<file path="config.mk">
export PLATFORM = sky130hd
export DESIGN_NAME = grr_controller
export DESIGN_NICKNAME = d
export VERILOG_FILES = /design/src/sv/grr_pkg.sv /design/src/sv/grr_controller.sv
export SDC_FILE = /design/constraint.sdc
export NUM_CORES = 1
export LEC_CHECK = 0
export BUFFER_PORTS_ARGS = -buffer_cell sky130_fd_sc_hd__buf_2
export CAP_MARGIN = 20
export CORE_AREA = 4 4 41 43
export CTS_CLUSTER_DIAMETER = 80
export DETAILED_ROUTE_END_ITERATION = 8
export DIE_AREA = 0 0 45 47
export GPL_TIMING_DRIVEN = 1
export PLACE_DENSITY_LB_ADDON = 0.08
export REMOVE_ABC_BUFFERS = 1
export SLEW_MARGIN = 20
export SYNTH_ARGS = -nofsm -noshare
export SYNTH_HDL_FRONTEND = slang
export SYNTH_SLANG_ARGS = --single-unit
</file>
<file path="constraint.sdc">
create_clock -name i_clk -period 3.56 [get_ports i_clk]
set_clock_uncertainty 0.2 [all_clocks]
set_input_delay 0.356 -clock i_clk [delete_from_list [all_inputs] [get_ports i_clk]]
set_output_delay 0.356 -clock i_clk [all_outputs]
set_load 0.02 [all_outputs]
</file>
<file path="src/sv/grr_pkg.sv">
`timescale 1ns / 1ps
// ----------------------------------------------------------------------------
// grr_pkg
// Shared sizes, operation and register codes, and the command and status
// bundles between the row reweighter controller and datapath.
// ----------------------------------------------------------------------------
package grr_pkg;

    localparam int MAX_ROWS      = 64;
    localparam int ROW_BITS      = $clog2(MAX_ROWS);
    localparam int CNT_BITS      = $clog2(MAX_ROWS + 1);
    localparam int MASK_BITS     = 64;
    localparam int WEIGHT_BITS   = 16;
    localparam int WIN_BITS      = 7;
    localparam int TOTAL_BITS    = 32;
    localparam int OP_BITS       = 2;
    localparam int CFG_IDX_BITS  = 1;
    localparam int CFG_DATA_BITS = 16;

    typedef enum logic [OP_BITS-1:0] {
        OP_LOAD_WEIGHT  = 2'd0,
        OP_START_WINDOW = 2'd1,
        OP_CANDIDATE    = 2'd2
    } t_op;

    typedef enum logic [CFG_IDX_BITS-1:0] {
        CFG_WINDOW_ROWS = 1'b0,
        CFG_MIN_GAIN    = 1'b1
    } t_cfg_idx;

    typedef enum logic [1:0] {
        PH_NONE,
        PH_PAR,
        PH_SEL,
        PH_UPD
    } t_phase;

    typedef struct packed {
        logic   in_ready;
        logic   wr_weight;
        logic   start_win;
        logic   capture;
        logic   idx_clr;
        t_phase phase;
        logic   fetch;
        logic   load_out;
    } t_cmd;

    typedef struct packed {
        logic               in_valid;
        logic [OP_BITS-1:0] in_op;
        logic               phase_done;
        logic               found;
        logic               out_free;
    } t_status;

endpackage

</file>
<file path="src/sv/grr_controller.sv">
`timescale 1ns / 1ps
// ----------------------------------------------------------------------------
// grr_controller
// Sequences one item: decode on transfer; for a candidate, parity and select
// phases, then fetch and update phases when a row is chosen, then result.
// ----------------------------------------------------------------------------
module grr_controller (
    input  logic              i_clk,
    input  logic              i_rst_n,
    input  grr_pkg::t_status  i_status,
    output grr_pkg::t_cmd     o_cmd
);
    import grr_pkg::*;

    typedef enum logic [2:0] {
        S_IDLE,
        S_PAR,
        S_SEL,
        S_FETCH,
        S_UPD,
        S_OUT
    } t_state;

    t_state r_state;
    t_state n_state;

    always_comb begin
        o_cmd   = '0;
        n_state = r_state;
        unique case (r_state)
            S_IDLE: begin
                o_cmd.in_ready = 1'b1;
                if (i_status.in_valid) begin
                    unique case (i_status.in_op)
                        OP_LOAD_WEIGHT:  o_cmd.wr_weight = 1'b1;
                        OP_START_WINDOW: o_cmd.start_win = 1'b1;
                        OP_CANDIDATE: begin
                            o_cmd.capture = 1'b1;
                            o_cmd.idx_clr = 1'b1;
                            n_state       = S_PAR;
                        end
                        default: ;
                    endcase
                end
            end
            S_PAR: begin
                o_cmd.phase = PH_PAR;
                if (i_status.phase_done) begin
                    o_cmd.idx_clr = 1'b1;
                    n_state       = S_SEL;
                end
            end
            S_SEL: begin
                o_cmd.phase = PH_SEL;
                if (i_status.phase_done) begin
                    n_state = i_status.found ? S_FETCH : S_OUT;
                end
            end
            S_FETCH: begin
                o_cmd.fetch   = 1'b1;
                o_cmd.idx_clr = 1'b1;
                n_state       = S_UPD;
            end
            S_UPD: begin
                o_cmd.phase = PH_UPD;
                if (i_status.phase_done) begin
                    n_state = S_OUT;
                end
            end
            S_OUT: begin
                if (i_status.out_free) begin
                    o_cmd.load_out = 1'b1;
                    n_state        = S_IDLE;
                end
            end
            default: n_state = S_IDLE;
        endcase
    end

    always_ff @(posedge i_clk) begin
        if (!i_rst_n) begin
            r_state <= S_IDLE;
        end else begin
            r_state <= n_state;
        end
    end

endmodule

</file>
==> flow_metrics.tcl <==
set metrics [dict create \
    yosys_register_bits 3 \
    synth-edff-count 0 \
    core-area_sq_um 1300 \
    crit_type "flop to primary output" \
    fillCellCount 161 \
    grt_pass1_wl_um 1410 \
    htree_levels 1 \
    io_buffer_count 16 \
    worstMarginPinSlew_ns 0.476 \
    grt_util_all_layers_pct 9.00 \
    layout_commonest_cell "buf_2" \
    drtAntennaViolNets 0 \
    antenna_found_initial 0 \
    syn2layout_area_growth_pct 28.4 \
    io_pins 17 \
    grt_max_degree 16 \
    regMostFlops "r_state" \
    crit_path_end_kind "primary output" \
    synthArstFlopShare_pct 0 \
    max-slew-margin-rel_pct 68.2 \
    min_path_type "primary input to flop" \
    hold_viol 0 \
    utilization_pct 31.7 \
    cts.clk_slew.worst_paths_ns 0.04 \
    drc 0 \
    finalNetCount 66 \
    root_buffer "clkbuf_4" \
    clk_latency_ns 0.23 \
    regArea_sq_um 60.1 \
    yosysWarnings 0 \
    postCtsHoldBufs 0 \
    cp.required_ns 3.00 \
    synth.distinct_cells 26 \
    final_layout_size_suffix_gt1_share_pct 42.1 \
    initial_core_util_pct 24.7 \
    dieArea_sq_um 2120 \
    vias 332 \
    vias_per_cell 4.61 \
    rows 13 \
    vdd_ir_drop_max_mv 0.225 \
    critPathMaxFanout 12 \
    arrival_ns 1.46 \
    ys.flop_type "dfxtp_1" \
    dr.pass1.iters 2 \
    postCtsSetupBuffers 0 \
    largest_reg_flops 3 \
    cts-resized-gates 0 \
    die_w_um 45 \
    seq_area_frac_synth_pct 18.7 \
    netlist_area_sq_um 322 \
    diodes 0 \
    p_leak_nw 0.194 \
    grt_setup_unrepaired "false" \
    status "finished clean" \
    place_congestion 0.726 \
    drt_iter0_drc 3 \
    avgSynthCellArea_sq_um 8.04 \
    crit_path_start_kind "flop" \
    p_per_area_nw_per_um2 531 \
    multi_input_area_sq_um 216 \
    cts.path.max_buffers 2 \
    routed_wl_um 775 \
    clock_sink_count 3 \
    drt-wirelength-per-cell_um 10.8 \
    drv_cap 0 \
    fin_setup_tns_ns 0 \
    fp.dieH_um 47 \
    syn_inst 40 \
    grt_pass1_vias 342 \
    hpwlAfterDp_um 624 \
    fin_crit_ns 2.02 \
    slew_viol_final 0 \
    cts_buffers 3 \
    finalCritPeriodShare_pct 56.7 \
    top_regs "r_state x3" \
    finalSetupViolations 0 \
    cts_tree "built" \
    grt-ovfl-total 0 \
    fmax_mhz 495 \
]
## cell families after synthesis
logic type	synth area share [%]
adder cells (fa/ha/maj)	3.50
flip-flops	18.7
XOR/XNOR	5.45
AO/OA/AOI/OAI	29.2
buffers and inverters	14.0
AND/OR/NAND/NOR	29.2
## worst max-delay path, cell delays in order (launching register included)
cell and delay (ns):
dfxtp_1 0.43, nor3_1 0.37, nor4bb_1 0.23, buf_2 0.21
## synthesized netlist by cell type (2+ instances only)
cell type  instances  area share [%]
dfxtp_1            3              19
nand2_1            3             3.5
inv_1              3             3.5
nor2_1             3             3.5
buf_6              3              11
nor3_1             2             3.1
xnor2_1            2             5.4
or3_1              2             3.9
a21oi_1            2             3.1
## where the power goes
part	switching [mW]	total [mW]	internal [mW]
Clock	0.0154	0.0572	0.0418
Combinational	0.0558	0.101	0.0456
Sequential	0.0206	0.0608	0.0402
Total	0.0918	0.219	0.128
## layout make-up
class                   instances  area share, %
multi-input cells              31           52.4
clock buffers                   4           6.36
well taps                      15           4.55
repair buffers                 16           19.4
flip-flops and latches          3           14.5
inverters                       3           2.73
## path summary, 6_finish.rpt
kind | from | to | slack (ns) | cells after the start
setup / recovery | r_state[2]$_SDFFE_PN0P_ | o_cmd[7] | 1.54 | 3
hold reg to reg | r_state[2]$_SDFFE_PN0P_ | r_state[2]$_SDFFE_PN0P_ | 0.49 | 2
setup reg to reg | r_state[1]$_SDFFE_PN0P_ | r_state[0]$_SDFFE_PN0P_ | 2.05 | 3
hold / removal | i_rst_n | r_state[1]$_SDFFE_PN0P_ | 0.19 | 3
## per-stage QoR
| step | setup slack (ns) | area [sq um] | hold WS, ns | std cells | total power, mW |
|---|---|---|---|---|---|
| floorplan | 1.22 | 288 | 0.281 | 37 | 0.131 |
| global placement | 1.75 | 387 | 0.433 | 68 | 0.167 |
| detailed placement | 1.73 | 387 | 0.426 | 68 | 0.164 |
| CTS | 1.51 | 413 | 0.182 | 72 | 0.225 |
| global route | 1.33 | 413 | 0.199 | 72 | 0.241 |
| finish | 1.54 | 413 | 0.188 | 72 | 0.219 |
## layer usage
| metal | part of all wire, % | vias to the layer above | GRT usage (%) |
|---|---|---|---|
| li1 | - | 181 | - |
| met1 | 48 | 144 | 11.3 |
| met2 | 45 | 7 | 13.6 |
| met3 | 7.0 | 0 | 3.83 |
| met4 | 0 | 0 | 3.51 |
| met5 | 0 | - | 0 |
Power figures use the tool's default switching activity.
